### config.mk
export PLATFORM = sky130hd
export DESIGN_NAME = bresenham_line_walker_unit_flat
export DESIGN_NICKNAME = d
export VERILOG_FILES = /design/src/sv/blw_pkg.sv /design/src/sv/blw_if.sv /design/src/sv/blw_front.sv /design/src/sv/blw_fifo.sv /design/src/sv/blw_back.sv /design/src/sv/bresenham_line_walker_unit.sv /design/src/flat_wrapper.sv
export SDC_FILE = /design/constraint.sdc
export NUM_CORES = 1
export LEC_CHECK = 0
export BUFFER_PORTS_ARGS = -buffer_cell sky130_fd_sc_hd__buf_2
export CAP_MARGIN = 25
export CORE_ASPECT_RATIO = 1.2
export CORE_MARGIN = 2
export CORE_UTILIZATION = 55
export DETAILED_ROUTE_END_ITERATION = 12
export PLACE_DENSITY_LB_ADDON = 0.1
export SLEW_MARGIN = 30
export SYNTH_ARGS = -nofsm -noshare
export SYNTH_HDL_FRONTEND = slang
export SYNTH_SLANG_ARGS = --single-unit
export TNS_END_PERCENT = 50
### constraint.sdc
create_clock -name clk -period 10.2 [get_ports clk]
set_clock_uncertainty 0.15 [all_clocks]
set_input_delay 1.53 -clock clk [delete_from_list [all_inputs] [get_ports clk]]
set_output_delay 1.53 -clock clk [all_outputs]
set_load 0.01 [all_outputs]
### src/sv/blw_pkg.sv
// ----------------------------------------------------------------------------
// blw_pkg
// Shared types and constants for the line walker: coordinate and error
// widths, opcodes and the command word that the front passes to the back.
// ----------------------------------------------------------------------------
package blw_pkg;

  localparam int COORD_BITS = 12;
  localparam int ERR_BITS   = COORD_BITS + 3;
  localparam int QDEPTH     = 4;
  localparam int QPTR_BITS  = $clog2(QDEPTH);

  localparam logic OP_START = 1'b0;
  localparam logic OP_STEP  = 1'b1;

  typedef logic [COORD_BITS-1:0]      coord_t;
  typedef logic signed [ERR_BITS-1:0] err_t;

  // classified item, ready for the walker
  typedef struct packed {
    logic   is_step;
    coord_t x0;
    coord_t y0;
    coord_t major;
    coord_t minor;
    logic   x_major;
    logic   x_neg;
    logic   y_neg;
  } cmd_t;

endpackage

### src/sv/blw_if.sv
// ----------------------------------------------------------------------------
// blw_in_if / blw_out_if
// Valid/ready channels of the line walker: endpoint and step beats in,
// pixel beats out.
// ----------------------------------------------------------------------------
interface blw_in_if;
  logic           valid;
  logic           ready;
  logic           op;
  blw_pkg::coord_t x_start;
  blw_pkg::coord_t y_start;
  blw_pkg::coord_t x_end;
  blw_pkg::coord_t y_end;

  modport source (output valid, op, x_start, y_start, x_end, y_end, input ready);
  modport sink   (input valid, op, x_start, y_start, x_end, y_end, output ready);
endinterface

interface blw_out_if;
  logic           valid;
  logic           ready;
  blw_pkg::coord_t px;
  blw_pkg::coord_t py;
  logic           last;

  modport source (output valid, px, py, last, input ready);
  modport sink   (input valid, px, py, last, output ready);
endinterface

### src/sv/blw_front.sv
// ----------------------------------------------------------------------------
// blw_front
// Classifies each input beat: step requests pass through, start beats get
// their deltas, step directions and major axis worked out.
// ----------------------------------------------------------------------------
module blw_front (
  input  logic            op,
  input  blw_pkg::coord_t x_start,
  input  blw_pkg::coord_t y_start,
  input  blw_pkg::coord_t x_end,
  input  blw_pkg::coord_t y_end,
  output blw_pkg::cmd_t   cmd
);

  logic            x_neg;
  logic            y_neg;
  blw_pkg::coord_t dx;
  blw_pkg::coord_t dy;
  logic            x_major;

  always_comb begin
    x_neg   = x_end < x_start;
    y_neg   = y_end < y_start;
    dx      = x_neg ? (x_start - x_end) : (x_end - x_start);
    dy      = y_neg ? (y_start - y_end) : (y_end - y_start);
    // ties go to y
    x_major = dx > dy;

    cmd.is_step = (op == blw_pkg::OP_STEP);
    cmd.x0      = x_start;
    cmd.y0      = y_start;
    cmd.major   = x_major ? dx : dy;
    cmd.minor   = x_major ? dy : dx;
    cmd.x_major = x_major;
    cmd.x_neg   = x_neg;
    cmd.y_neg   = y_neg;
  end

endmodule

### src/sv/blw_fifo.sv
// ----------------------------------------------------------------------------
// blw_fifo
// Short command queue between front and back; push and pop may share a cycle.
// ----------------------------------------------------------------------------
module blw_fifo (
  input  logic          clk,
  input  logic          rst_n,
  input  logic          push,
  input  blw_pkg::cmd_t push_data,
  input  logic          pop,
  output logic          full,
  output logic          empty,
  output blw_pkg::cmd_t head
);

  blw_pkg::cmd_t                   mem [blw_pkg::QDEPTH];
  logic [blw_pkg::QPTR_BITS-1:0]   wr_ptr_r, wr_ptr_nxt;
  logic [blw_pkg::QPTR_BITS-1:0]   rd_ptr_r, rd_ptr_nxt;
  logic [blw_pkg::QPTR_BITS:0]     cnt_r, cnt_nxt;
  logic                            do_push;
  logic                            do_pop;

  assign full    = (cnt_r == (blw_pkg::QPTR_BITS+1)'(blw_pkg::QDEPTH));
  assign empty   = (cnt_r == '0);
  assign head    = mem[rd_ptr_r];
  assign do_push = push && !full;
  assign do_pop  = pop && !empty;

  always_comb begin
    wr_ptr_nxt = do_push ? wr_ptr_r + 1'b1 : wr_ptr_r;
    rd_ptr_nxt = do_pop  ? rd_ptr_r + 1'b1 : rd_ptr_r;
    cnt_nxt    = cnt_r;
    if (do_push && !do_pop) begin
      cnt_nxt = cnt_r + 1'b1;
    end else if (do_pop && !do_push) begin
      cnt_nxt = cnt_r - 1'b1;
    end
  end

  always_ff @(posedge clk) begin
    if (!rst_n) begin
      wr_ptr_r <= '0;
      rd_ptr_r <= '0;
      cnt_r    <= '0;
    end else begin
      wr_ptr_r <= wr_ptr_nxt;
      rd_ptr_r <= rd_ptr_nxt;
      cnt_r    <= cnt_nxt;
    end
  end

  always_ff @(posedge clk) begin
    if (do_push) begin
      mem[wr_ptr_r] <= push_data;
    end
  end

endmodule

### src/sv/blw_back.sv
// ----------------------------------------------------------------------------
// blw_back
// Walker: holds the line state, steps one pixel per step command and drives
// the registered pixel output.
// ----------------------------------------------------------------------------
module blw_back (
  input  logic              clk,
  input  logic              rst_n,
  input  logic              cmd_valid,
  input  blw_pkg::cmd_t     cmd,
  output logic              cmd_pop,
  blw_out_if.source         out_chan
);

  localparam int EXT = blw_pkg::ERR_BITS - blw_pkg::COORD_BITS;

  blw_pkg::coord_t cur_x_r, cur_x_nxt;
  blw_pkg::coord_t cur_y_r, cur_y_nxt;
  blw_pkg::err_t   err_r, err_nxt;
  blw_pkg::err_t   inc_pos_r, inc_pos_nxt;   // 2*minor
  blw_pkg::err_t   inc_neg_r, inc_neg_nxt;   // 2*(minor-major)
  blw_pkg::coord_t steps_r, steps_nxt;
  logic            x_major_r, x_major_nxt;
  logic            x_neg_r, x_neg_nxt;
  logic            y_neg_r, y_neg_nxt;

  logic            out_valid_r, out_valid_nxt;
  blw_pkg::coord_t px_r, px_nxt;
  blw_pkg::coord_t py_r, py_nxt;
  logic            last_r, last_nxt;

  logic            can_take;
  blw_pkg::err_t   major_e;
  blw_pkg::err_t   minor2_e;
  logic            step_minor;
  blw_pkg::coord_t x_walk;
  blw_pkg::coord_t y_walk;

  assign out_chan.valid = out_valid_r;
  assign out_chan.px    = px_r;
  assign out_chan.py    = py_r;
  assign out_chan.last  = last_r;

  // output slot is free or drains this cycle
  assign can_take = !out_valid_r || out_chan.ready;
  assign cmd_pop  = cmd_valid && can_take;

  always_comb begin
    major_e    = blw_pkg::err_t'({{EXT{1'b0}}, cmd.major});
    minor2_e   = blw_pkg::err_t'({{(EXT-1){1'b0}}, cmd.minor, 1'b0});
    step_minor = !err_r[blw_pkg::ERR_BITS-1];
    x_walk     = x_neg_r ? cur_x_r - blw_pkg::coord_t'(1) : cur_x_r + blw_pkg::coord_t'(1);
    y_walk     = y_neg_r ? cur_y_r - blw_pkg::coord_t'(1) : cur_y_r + blw_pkg::coord_t'(1);

    cur_x_nxt     = cur_x_r;
    cur_y_nxt     = cur_y_r;
    err_nxt       = err_r;
    inc_pos_nxt   = inc_pos_r;
    inc_neg_nxt   = inc_neg_r;
    steps_nxt     = steps_r;
    x_major_nxt   = x_major_r;
    x_neg_nxt     = x_neg_r;
    y_neg_nxt     = y_neg_r;
    out_valid_nxt = out_valid_r && !out_chan.ready;
    px_nxt        = px_r;
    py_nxt        = py_r;
    last_nxt      = last_r;

    if (cmd_pop) begin
      if (!cmd.is_step) begin
        cur_x_nxt   = cmd.x0;
        cur_y_nxt   = cmd.y0;
        err_nxt     = minor2_e - major_e;
        inc_pos_nxt = minor2_e;
        inc_neg_nxt = minor2_e - (major_e <<< 1);
        steps_nxt   = cmd.major;
        x_major_nxt = cmd.x_major;
        x_neg_nxt   = cmd.x_neg;
        y_neg_nxt   = cmd.y_neg;
      end else if (steps_r != '0) begin
        out_valid_nxt = 1'b1;
        px_nxt        = cur_x_r;
        py_nxt        = cur_y_r;
        last_nxt      = (steps_r == blw_pkg::coord_t'(1));
        steps_nxt     = steps_r - blw_pkg::coord_t'(1);
        err_nxt       = err_r + (step_minor ? inc_neg_r : inc_pos_r);
        if (x_major_r) begin
          cur_x_nxt = x_walk;
          if (step_minor) begin
            cur_y_nxt = y_walk;
          end
        end else begin
          cur_y_nxt = y_walk;
          if (step_minor) begin
            cur_x_nxt = x_walk;
          end
        end
      end
    end
  end

  always_ff @(posedge clk) begin
    if (!rst_n) begin
      cur_x_r     <= '0;
      cur_y_r     <= '0;
      err_r       <= '0;
      inc_pos_r   <= '0;
      inc_neg_r   <= '0;
      steps_r     <= '0;
      x_major_r   <= 1'b0;
      x_neg_r     <= 1'b0;
      y_neg_r     <= 1'b0;
      out_valid_r <= 1'b0;
    end else begin
      cur_x_r     <= cur_x_nxt;
      cur_y_r     <= cur_y_nxt;
      err_r       <= err_nxt;
      inc_pos_r   <= inc_pos_nxt;
      inc_neg_r   <= inc_neg_nxt;
      steps_r     <= steps_nxt;
      x_major_r   <= x_major_nxt;
      x_neg_r     <= x_neg_nxt;
      y_neg_r     <= y_neg_nxt;
      out_valid_r <= out_valid_nxt;
    end
  end

  always_ff @(posedge clk) begin
    px_r   <= px_nxt;
    py_r   <= py_nxt;
    last_r <= last_nxt;
  end

endmodule

### src/sv/bresenham_line_walker_unit.sv
// ----------------------------------------------------------------------------
// bresenham_line_walker_unit
// Integer Bresenham line rasterizer with a start/step command interface.
// ----------------------------------------------------------------------------
// A start beat (op 0) loads two endpoints and gives no pixel; each step beat
// (op 1) then gives the next pixel from the first endpoint toward the second,
// max(|dx|,|dy|) pixels in all, the second endpoint excluded, the final one
// flagged with last. A step with no line in progress gives nothing. The block
// takes one beat per clock and gives one pixel per clock while the output
// side does not stall: the classifier feeds a four-entry command queue, and
// the walker turns one queued command per cycle into a pixel in the output
// register (a start command gives none), so a step beat is first registered
// in the queue and then in the walker's output register. in_chan.ready drops
// only when the queue is full, which takes a stalled output side.
module bresenham_line_walker_unit (
  input  logic       clk,
  input  logic       rst_n,
  blw_in_if.sink     in_chan,
  blw_out_if.source  out_chan
);

  blw_pkg::cmd_t front_cmd;
  blw_pkg::cmd_t q_head;
  logic          q_full;
  logic          q_empty;
  logic          q_pop;

  assign in_chan.ready = !q_full;

  blw_front u_front (
    .op      (in_chan.op),
    .x_start (in_chan.x_start),
    .y_start (in_chan.y_start),
    .x_end   (in_chan.x_end),
    .y_end   (in_chan.y_end),
    .cmd     (front_cmd)
  );

  blw_fifo u_fifo (
    .clk       (clk),
    .rst_n     (rst_n),
    .push      (in_chan.valid),
    .push_data (front_cmd),
    .pop       (q_pop),
    .full      (q_full),
    .empty     (q_empty),
    .head      (q_head)
  );

  blw_back u_back (
    .clk       (clk),
    .rst_n     (rst_n),
    .cmd_valid (!q_empty),
    .cmd       (q_head),
    .cmd_pop   (q_pop),
    .out_chan  (out_chan)
  );

endmodule

### src/flat_wrapper.sv
// flat-port wrapper written by rule: the top's interface ports become plain ports
module bresenham_line_walker_unit_flat 
  (clk, rst_n, in_chan_valid, in_chan_op, in_chan_x_start, in_chan_y_start, in_chan_x_end, in_chan_y_end, in_chan_ready, out_chan_valid, out_chan_px, out_chan_py, out_chan_last, out_chan_ready);
  blw_in_if in_chan_i ();
  blw_out_if out_chan_i ();
  input  logic clk;
  input  logic rst_n;
  input wire logic [$bits(in_chan_i.valid)-1:0] in_chan_valid;
  input wire logic [$bits(in_chan_i.op)-1:0] in_chan_op;
  input wire logic [$bits(in_chan_i.x_start)-1:0] in_chan_x_start;
  input wire logic [$bits(in_chan_i.y_start)-1:0] in_chan_y_start;
  input wire logic [$bits(in_chan_i.x_end)-1:0] in_chan_x_end;
  input wire logic [$bits(in_chan_i.y_end)-1:0] in_chan_y_end;
  output wire logic [$bits(in_chan_i.ready)-1:0] in_chan_ready;
  output wire logic [$bits(out_chan_i.valid)-1:0] out_chan_valid;
  output wire logic [$bits(out_chan_i.px)-1:0] out_chan_px;
  output wire logic [$bits(out_chan_i.py)-1:0] out_chan_py;
  output wire logic [$bits(out_chan_i.last)-1:0] out_chan_last;
  input wire logic [$bits(out_chan_i.ready)-1:0] out_chan_ready;
  assign in_chan_i.valid = in_chan_valid;
  assign in_chan_i.op = in_chan_op;
  assign in_chan_i.x_start = in_chan_x_start;
  assign in_chan_i.y_start = in_chan_y_start;
  assign in_chan_i.x_end = in_chan_x_end;
  assign in_chan_i.y_end = in_chan_y_end;
  assign in_chan_ready = in_chan_i.ready;
  assign out_chan_valid = out_chan_i.valid;
  assign out_chan_px = out_chan_i.px;
  assign out_chan_py = out_chan_i.py;
  assign out_chan_last = out_chan_i.last;
  assign out_chan_i.ready = out_chan_ready;
  bresenham_line_walker_unit u_core (.clk(clk), .rst_n(rst_n), .in_chan(in_chan_i), .out_chan(out_chan_i));
endmodule
==> out/metrics.csv, run 1 <==
metric;value;unit
Yosys cell types;79;
Syn Area/Cell;11.5;um2
All-Layer GR Usage;23.9;%
Syn Nets;1681;
Data arrival, critical path;6.72;ns
Post-CTS Resized;0;
Routability Congestion;0.884;
Final setup viols;0;
Final min period;6.57;ns
# IOs;80;
first-pass GRT wire length;61900;um
Die Wd;166;um
Hold Crit Depth;2;
post-synth top area share;40.6;%
flop2flop setup slack;5.87;ns
CTS tree;yes;
drt via density;5.84;
slew of the pin with the lowest slew margin;1.02;ns
worst min path class;register to register;
Synth area leader;edfxtp_1;
clk sinks;321;
worst min-delay path startpoint;u_core.u_back.inc_pos_r[11];
WHS;0.305;ns
H-tree depth;2;
ys async rst share;0;%
Slowest-stage cell, CP;clkinv_1;
Residual DRC;0;
DRT Pass-1 Iters;5;
clock-pin slew on the worst setup and hold paths;0.05;ns
crit-path max FO;19;
most area-consuming cells after synthesis;edfxtp_1, dfxtp_1, ha_1;
share of cells above drive strength 1;15.2;%
Synth warnings;0;
Pleak;7.54;nW
Antenna Nets Post-Route;0;
status;completed;
starting density of the core;55.4;%
clock buffer depth;3;
Worst Path Required;10.35;ns
Layout Area Growth over Synthesis;11.7;%
die height;198;um
list of most frequent post-synthesis cells;edfxtp_1, ha_1, nand2_1, inv_1, nor2_1;
HPWL after DPL;27100;um
Hold Path Sink;u_core.u_back.inc_pos_r[11];
CTS buffer count;35;
number of synthesized register bits;321;
Detailed Route WL;38800;um
critical path class;input port to register;
Post-CTS Setup Bufs;0;
Gate Count Post-Synth;1497;
initial antenna violation count;0;
Clock Tree Root;clkbuf_16;
max frequency;0.152;GHz
endpoint class of the critical path;register;
Synth Flop Type;edfxtp_1;
DR iter-0 viols;885;
final-report hold violation count;0;
Die Area;32800;um2
pwr/cell area;316;nW/um2
worst vdd ir;0.154;mV
count of pins over their slew limit;0;
Syn Std Cell Area;17200;um2
# Max-Cap Violations;0;
CTS Hold Buffers Added;0;
gr ovfl total;0;
wire per inst;19.4;um
number of flops mapped to enable cells by yosys;233;
worst flop-to-flop path endpoint;u_core.u_back.inc_neg_r[11];
slew margin rel.;32.1;%
vias in the first global route;11413;
IO Port Bufs;79;
via count;11670;
sequential element share of the synthesized area;50.8;%
R2R depth;12;
count leader, synth;edfxtp_1;
Diodes inserted;0;
largest net degree at the start of global routing;61;
type of origin of the critical path;input port;
Clock Latency Late Sink;0.53;ns
Nets;1755;
final worst path period share;64.4;%
row count;71;
RSZ-0062 raised after global routing;no;
Core Region;31100;um2
CP cell instances;buf_2 -> ha_1 -> inv_1 -> fa_1 -> a211oi_1 -> o21ai_1 -> nand4_1 -> a31oi_4 -> or3b_2 -> o31a_1 -> xnor2_1 -> ha_1 -> a21o_1 -> a21oi_1 -> nor2_1 -> a211oi_1 -> o221ai_1 -> o21ai_2 -> clkinv_1 -> o211a_1 -> nor3_1;
slowest stage delay, CP;0.55;ns
setup TNS;0;ns
state kept, by name, summed over array words and instances (netlist names), named ones only:
register,flops
u_core.u_back.inc_neg_r,13
u_core.u_back.steps_r,12
u_core.u_back.out_chan.last,1
u_core.u_fifo.rd_ptr_r,2
u_core.u_back.out_chan.py,12
u_core.u_back.y_neg_r,1
u_core.u_fifo.wr_ptr_r,2
u_core.u_fifo.mem,208
u_core.u_back.err_r,14
u_core.u_back.x_neg_r,1
u_core.u_fifo.cnt_r,3
u_core.u_back.out_chan.px,12
u_core.u_back.cur_y_r,12
u_core.u_back.out_chan.valid,1
u_core.u_back.cur_x_r,12
u_core.u_back.inc_pos_r,12
u_core.u_back.x_major_r,1
per-stage QoR:
| step | cells | total power [mW] | util [%] | instance area (um2) | setup slack [ns] |
|---|---|---|---|---|---|
| after global routing | 1999 | 6.51 | 61.9 | 19200 | 3.15 |
| after floorplan | 1497 | 4.06 | - | 17200 | 4.11 |
| after CTS | 1999 | 6.11 | 61.9 | 19200 | 3.60 |
| after global placement | 1935 | 4.75 | 58.0 | 18000 | 3.22 |
| after detailed placement | 1935 | 4.80 | 58.1 | 18100 | 3.04 |
| final | 1999 | 6.08 | 61.9 | 19200 | 3.63 |
per-layer routing:
layer  share of wire, %  GRT usage [%]  up-vias
met3                4.4           3.70       55
met2                 48           40.4      236
met1                 45           32.1     5668
met5                  0              0        -
li1                   -              -     5711
met4                2.1           6.89        0
how the worst max path moves through the flow:
| stage | startpoint | endpoint | depth (start not counted) | slack (ns) |
|---|---|---|---|---|
| 5_1_grt | in_chan_y_start[0] | u_core.u_fifo.mem[3][14] | 21 | 3.15 |
| 3_3_place_gp | in_chan_y_start[0] | u_core.u_fifo.mem[2][14] | 21 | 3.22 |
| 2_1_floorplan | in_chan_y_end[0] | u_core.u_fifo.mem[0][17] | 22 | 4.11 |
| 6_report | in_chan_y_start[0] | u_core.u_fifo.mem[1][14] | 21 | 3.63 |
| 3_5_place_dp | in_chan_y_start[0] | u_core.u_fifo.mem[3][14] | 21 | 3.04 |
| 4_1_cts | in_chan_y_start[0] | u_core.u_fifo.mem[3][14] | 21 | 3.60 |
power breakdown:
group | internal, mW | total, mW | leakage, nW | switching, mW
combinational | 1.13 | 2.83 | 4.10 | 1.70
clock | 0.784 | 1.30 | 0.570 | 0.513
sequential | 1.80 | 1.96 | 2.87 | 0.164
worst max-delay path, delay by kind of cell:
kind                     cells  cell delay (ns)
AO/OA/AOI/OAI               10             1.98
AND/OR/NAND/NOR              4             1.15
adder cells (fa/ha/maj)      3             0.93
buffers and inverters        3             0.75
XOR/XNOR                     1             0.37
cells in the final DEF (no fill, tap or decap), types with 37 or more instances in the layout:
| cell | Yosys | routed |
|---|---|---|
| buf_2 | 4 | 79 |
| edfxtp_1 | 233 | 233 |
| nor2_1 | 102 | 101 |
| clkbuf_16 | 0 | 37 |
| dfxtp_1 | 88 | 86 |
| a21oi_1 | 99 | 99 |
| o21ai_0 | 87 | 87 |
| mux4_2 | 51 | 51 |
| nand2_1 | 112 | 112 |
| ha_1 | 121 | 121 |
| inv_1 | 110 | 108 |
area by class of cell:
| cell class | count | area (um2) |
|---|---|---|
| Clock buffer | 46 | 980 |
| Sequential cell | 321 | 8760 |
| Fill cell | 2513 | 11800 |
| Multi-Input combinational cell | 1006 | 7860 |
| Tap cell | 401 | 502 |
| Timing Repair Buffer | 94 | 508 |
| Inverter | 113 | 424 |
| Clock inverter | 18 | 208 |
cells by family after synthesis:
kind of cell / count (synthesis) / share of synthesized area (%)
muxes: 99 / 9.56
DFF: 321 / 50.8
and+or+nand+nor: 364 / 9.84
buffers and inverters: 170 / 3.80
AOI/OAI and AO/OA: 354 / 13.1
adders and majority gates: 131 / 9.94
xor gates and xnor gates: 58 / 2.95
(Power assumes the default switching activity.)
==> run 2, diff against run 1 <==
- clock period: 10.2 -> 5.55 ns (I/O delays scaled with it)
==> out/metrics.csv, run 2 (synthesis results as in run 1) <==
metric;value;unit;change
pwr/cell area;574;nW/um2;+82%
slew of the pin with the lowest slew margin;0.823;ns;-0.195 ns
# IOs;80;;unchanged
Core Region;31100;um2;unchanged
IO Port Bufs;79;;unchanged
Residual DRC;0;;unchanged
CTS tree;yes;;
count of pins over their slew limit;0;;unchanged
register area;8760;um2;unchanged
endpoint class of the critical path;register;;
area of the multi-input gates;7850;um2;-0.11%
R2R depth;11;;-1
drt via density;5.86;;+0.43%
slowest stage delay, CP;0.45;ns;-0.10 ns
via count;11914;;+2.1%
row count;71;;unchanged
max reg flops;208;;unchanged
final worst path period share;92.8;%;
Top delay family on crit path;compound AO/OA/AOI/OAI gates;;
wire per inst;19.5;um;+0.26%
most frequent cells in the layout;edfxtp_1, ha_1, nand2_1, inv_1, nor2_1;;
Antenna Nets Post-Route;0;;unchanged
Clock Latency Late Sink;0.53;ns;about the same
first-pass GRT wire length;63200;um;+2.1%
worst vdd ir;0.283;mV;+84%
Routability Congestion;0.918;;+3.9%
Post-CTS Setup Bufs;0;;unchanged
Largest Register;u_core.u_fifo.mem;;
Data arrival, critical path;5.27;ns;-1.45 ns
flop2flop setup slack;1.75;ns;-4.12 ns
clock-pin slew on the worst setup and hold paths;0.06;ns;about the same
status;completed;;
Post-CTS Resized;0;;unchanged
Final setup viols;0;;unchanged
Final min period;5.15;ns;
Slowest-stage cell, CP;or3b_2;;
Pleak;7.67;nW;+1.6%
WHS;0.300;ns;-0.00470 ns
worst flop-to-flop path endpoint;u_core.u_back.inc_neg_r[11];;
Worst Path Required;5.67;ns;-4.68 ns
CP cell instances;buf_2 -> ha_1 -> inv_1 -> fa_1 -> a211oi_1 -> o21ai_1 -> nand4_1 -> a31oi_4 -> or3b_2 -> o31a_1 -> xnor2_1 -> ha_1 -> a21o_1 -> a21oi_1 -> nor2_1 -> a211oi_1 -> o221ai_1 -> o21ai_2 -> clkinv_1 -> buf_12 -> o21ai_0;;
DR iter-0 viols;975;;+10%
CTS buffer count;35;;unchanged
RSZ-0062 raised after global routing;no;;
Nets;1787;;+1.8%
Critical Path End;u_core.u_fifo.mem[1][18];;
DRT Pass-1 Iters;5;;unchanged
Crit. path cell count;21;;unchanged
crit path buf inv count;4;;+1
# fillers;2467;;-1.8%
type of origin of the critical path;input port;;
# Max-Cap Violations;0;;unchanged
worst min path class;register to register;;
crit-path max FO;16;;-3
Regs by FF count;u_core.u_fifo.mem (208), u_core.u_back.err_r (14), u_core.u_back.inc_neg_r (13);;
setup TNS;0;ns;unchanged
starting density of the core;55.4;%;unchanged
Die Area;32800;um2;unchanged
H-tree depth;2;;unchanged
critical path class;input port to register;;
vias in the first global route;11807;;+3.5%
slew margin rel.;45.1;%;+13 points
Clock Tree Root;clkbuf_16;;
CTS Hold Buffers Added;0;;unchanged
Layout Area Growth over Synthesis;12.5;%;
All-Layer GR Usage;24.3;%;+0.45 points
HPWL after DPL;28100;um;+3.4%
max frequency;0.194;GHz;
share of cells above drive strength 1;16.7;%;+1.5 points
clk sinks;321;;unchanged
die height;198;um;unchanged
Detailed Route WL;39600;um;+1.9%
commonest non-fill, non-tap cell in the layout;edfxtp_1;;
initial antenna violation count;1;;+1
Die Wd;166;um;unchanged
clock buffer depth;3;;unchanged
worst setup path start;in_chan_y_start[0];;
gr ovfl total;0;;unchanged
largest net degree at the start of global routing;53;;-13%
final-report hold violation count;0;;unchanged
## run 2: changes by cell type in the layout (fill, tap and decap cells not counted), moves of 2 or more
| cell | change |
|---|---|
| buf_12 | +2 |
| buf_4 | +30 |
| bufinv_16 | -3 |
| clkbuf_1 | +4 |
| clkbuf_16 | -2 |
| clkinv_1 | -3 |
| clkinv_2 | +6 |
| clkinvlp_4 | -2 |
## run 2: worst min path at each step
stage                               startpoint                    endpoint  depth (start not counted)
floorplan           u_core.u_back.inc_neg_r[3]  u_core.u_back.inc_neg_r[3]                          2
global placement    u_core.u_back.inc_neg_r[6]  u_core.u_back.inc_neg_r[6]                          2
detailed placement  u_core.u_back.inc_pos_r[8]  u_core.u_back.inc_pos_r[8]                          2
CTS                 u_core.u_back.inc_neg_r[6]  u_core.u_back.inc_neg_r[6]                          2
global route        u_core.u_back.inc_neg_r[7]  u_core.u_back.inc_neg_r[7]                          2
finish              u_core.u_back.inc_neg_r[7]  u_core.u_back.inc_neg_r[7]                          2
## run 2: final cells by class
class | count | share of cell area [%]
multi-input combinational | 1006 | 40.5
antenna | 1 | 0.0129
clock inverter | 17 | 0.761
tap | 401 | 2.59
sequential | 321 | 45.2
clock buffer | 47 | 4.80
timing repair buffer | 126 | 3.99
inverter | 113 | 2.19
## run 2: power breakdown
part	internal, mW	leakage, nW	switching, mW
Clock	1.24	0.528	0.941
Sequential	3.30	2.87	0.295
Combinational	2.20	4.27	3.15
## run 2: routing by layer
metal  vias up  GRT usage (%)  part of all wire (%)
met4         0           6.92                   2.0
met2       312           41.6                    48
met5         -              0                     0
met1      5774           33.1                    45
li1       5767              -                     -
met3        61           2.72                   4.1
## run 2: metrics by stage
stage	std cells	worst slack (ns)	power [mW]	cell area, um2	util, %
5_1_grt	2031	0.0938	11.9	19400	62.4
3_5_place_dp	1967	-0.0654	8.97	18300	58.9
3_3_place_gp	1967	0.106	8.87	18300	58.9
2_1_floorplan	1497	0.156	7.45	17200	-
6_report	2032	0.400	11.1	19400	62.4
4_1_cts	2031	0.475	11.2	19400	62.4
## run 2: worst register-to-register path, stage by stage, from the launching register on
cell,delay (ns)
dfxtp_4,0.73
mux4_2,0.74
ha_1,0.27
fa_1,0.45
nor2b_1,0.13
o21ai_0,0.11
a21oi_1,0.21
o21ai_0,0.13
a21oi_1,0.32
o21ai_0,0.14
nor4b_1,0.16
o31ai_1,0.17
==> run 3, diff against run 2 <==
- CORE_UTILIZATION: 55 -> 56
==> out/metrics.csv, run 3 (synthesis results as in run 1) <==
metric;value;unit;change
max frequency;0.199;GHz;+2.5%
Largest Register;u_core.u_fifo.mem;;
setup TNS;0;ns;unchanged
endpoint class of the critical path;register;;
flop2flop setup slack;1.73;ns;-0.02 ns
CTS tree;yes;;
most frequent cells in the layout;edfxtp_1, ha_1, nand2_1, inv_1, nor2_1;;
Hold Crit Depth;2;;unchanged
Routability Congestion;0.928;;+1.1%
CP cell instances;buf_2 -> ha_1 -> inv_1 -> fa_1 -> a211oi_1 -> o21ai_1 -> nand4_1 -> a31oi_4 -> buf_4 -> and3_1 -> nor3b_1 -> nor2_1 -> xnor2_1 -> ha_1 -> nand3_1 -> nor3_1 -> nand2_1 -> o221ai_1 -> o21ai_2 -> buf_4 -> o211a_1 -> nor3_1;;
HPWL after DPL;28300;um;+0.98%
All-Layer GR Usage;25.1;%;+0.81 points
worst min path class;register to register;;
final-report hold violation count;0;;unchanged
Final min period;5.03;ns;-0.124 ns
slew of the pin with the lowest slew margin;0.881;ns;+0.0577 ns
Hold Path Sink;u_core.u_back.inc_neg_r[8];;
clock-pin slew on the worst setup and hold paths;0.06;ns;about the same
clock buffer depth;3;;unchanged
Layout Area Growth over Synthesis;12.2;%;
combinational group share of total power;48.4;%;+0.3 points
worst flop-to-flop path endpoint;u_core.u_back.inc_neg_r[11];;
Nets;1783;;-0.22%
commonest non-fill, non-tap cell in the layout;edfxtp_1;;
slowest stage delay, CP;0.44;ns;about the same
row count;70;;-1.4%
via count;11857;;-0.48%
Die Area;32200;um2;-1.7%
Top delay family on crit path;simple AND/OR/NAND/NOR gates;;
wire per inst;19.7;um;+1.4%
CTS Hold Buffers Added;0;;unchanged
Clock Latency Late Sink;0.56;ns;+0.03 ns
Residual DRC;0;;unchanged
vias in the first global route;11712;;-0.80%
clk sinks;321;;unchanged
DRT Pass-1 Iters;5;;unchanged
Pint;6.70;mW;-0.70%
max reg flops;208;;unchanged
Clock Tree Root;clkbuf_16;;
worst vdd ir;0.287;mV;+1.5%
# Max-Cap Violations;0;;unchanged
die height;196;um;-0.88%
Data arrival, critical path;5.17;ns;-0.10 ns
pwr/cell area;570;nW/um2;-0.70%
# IOs;80;;unchanged
starting density of the core;56.7;%;+1.3 points
R2R depth;11;;unchanged
CTS buffer count;31;;-11%
H-tree depth;1;;-1
gr ovfl total;0;;unchanged
switching part of the total;39.2;%;-0.20 points
critical path class;input port to register;;
first-pass GRT wire length;63000;um;-0.21%
Pleak;7.66;nW;-0.10%
Power, Total;11.0;mW;-1.0%
Flop pwr share;32.8;%;+0.5 points
Worst Path Required;5.69;ns;+0.02 ns
IO Port Bufs;79;;unchanged
crit-path max FO;16;;unchanged
type of origin of the critical path;input port;;
worst min-delay path startpoint;u_core.u_back.inc_neg_r[8];;
DR iter-0 viols;1007;;+3.3%
Core Region;30400;um2;-2.3%
Clock Power Share;18.8;%;-0.8 points
drt via density;5.87;;+0.11%
Post-CTS Setup Bufs;0;;unchanged
Slowest-stage cell, CP;nor3_1;;
DP Worst Slack;0.0290;ns;+0.0944 ns
Final Util;63.6;%;+1.2 points
final worst path period share;90.6;%;-2.2 points
initial antenna violation count;1;;unchanged
count of pins over their slew limit;0;;unchanged
slew margin rel.;41.2;%;-3.9 points
Die Wd;164;um;-0.88%
Final WS setup;0.524;ns;+0.124 ns
Final setup viols;0;;unchanged
Detailed Route WL;39900;um;+0.76%
Psw;4.32;mW;-1.5%
largest net degree at the start of global routing;61;;+15%
Antenna Nets Post-Route;0;;unchanged
Regs by FF count;u_core.u_fifo.mem (208), u_core.u_back.err_r (14), u_core.u_back.inc_neg_r (13);;
crit path buf inv count;4;;unchanged
status;completed;;
Post-CTS Resized;0;;unchanged
share of cells above drive strength 1;17.1;%;+0.38 points
RSZ-0062 raised after global routing;no;;
-- run 3: cell count changes in the layout (fill, tap and decap cells not counted), moves of 3 or more --
cell and change:
clkbuf_16 -3, clkbuf_1 -9, clkbuf_8 +7, clkinv_1 -3, clkbuf_2 +3
-- run 3: area by class of cell --
class	instances	area, um2
timing repair buffer	126	773
inverter	113	424
fill	2450	11100
clock inverter	11	77.6
antenna	1	2.50
tap	396	495
clock buffer	46	941
multi-input combinational	1006	7860
sequential	321	8760
-- run 3: through the flow --
step | hold slack (ns) | std cells | area [um2]
after floorplan | 0.279 | 1497 | 17200
after global placement | 0.286 | 1962 | 18300
after detailed placement | 0.293 | 1962 | 18300
after CTS | 0.302 | 2019 | 19300
after global routing | 0.316 | 2020 | 19300
final | 0.301 | 2020 | 19300
-- run 3: how the worst max path moves through the flow --
| stage | startpoint | slack (ns) | end | depth (start not counted) |
|---|---|---|---|---|
| after floorplan | in_chan_y_end[0] | 0.16 | u_core.u_fifo.mem[0][17] | 22 |
| after global placement | in_chan_y_end[0] | 0.21 | u_core.u_fifo.mem[1][26] | 23 |
| after detailed placement | in_chan_y_start[0] | 0.03 | u_core.u_fifo.mem[0][14] | 21 |
| after CTS | in_chan_y_end[0] | 0.58 | u_core.u_fifo.mem[3][14] | 22 |
| after global routing | in_chan_y_start[6] | 0.21 | u_core.u_fifo.mem[2][14] | 21 |
| final | in_chan_y_start[0] | 0.52 | u_core.u_fifo.mem[1][26] | 22 |
-- run 3: metal layers --
metal | GRT usage [%] | vias up | wire, um
met5 | 0 | - | 0
met4 | 7.34 | 0 | 965
met3 | 3.00 | 52 | 1700
met2 | 41.3 | 262 | 19100
met1 | 35.2 | 5801 | 18100
li1 | - | 5742 | -
-- run 3: worst min-delay path, stage by stage, from the launching register on --
cell	delay [ns]
dfxtp_1	0.31
nand2_1	0.05
a21oi_1	0.05
-- run 3: power groups by stage --
| stage | clock [mW] | combinational [mW] | sequential (mW) |
|---|---|---|---|
| final | 2.08 | 5.33 | 3.61 |
| after global routing | 2.20 | 5.92 | 3.67 |
| after CTS | 2.12 | 5.32 | 3.62 |
| after detailed placement | 0 | 5.28 | 3.66 |
| after global placement | 0 | 5.19 | 3.64 |
| after floorplan | 0 | 3.89 | 3.57 |
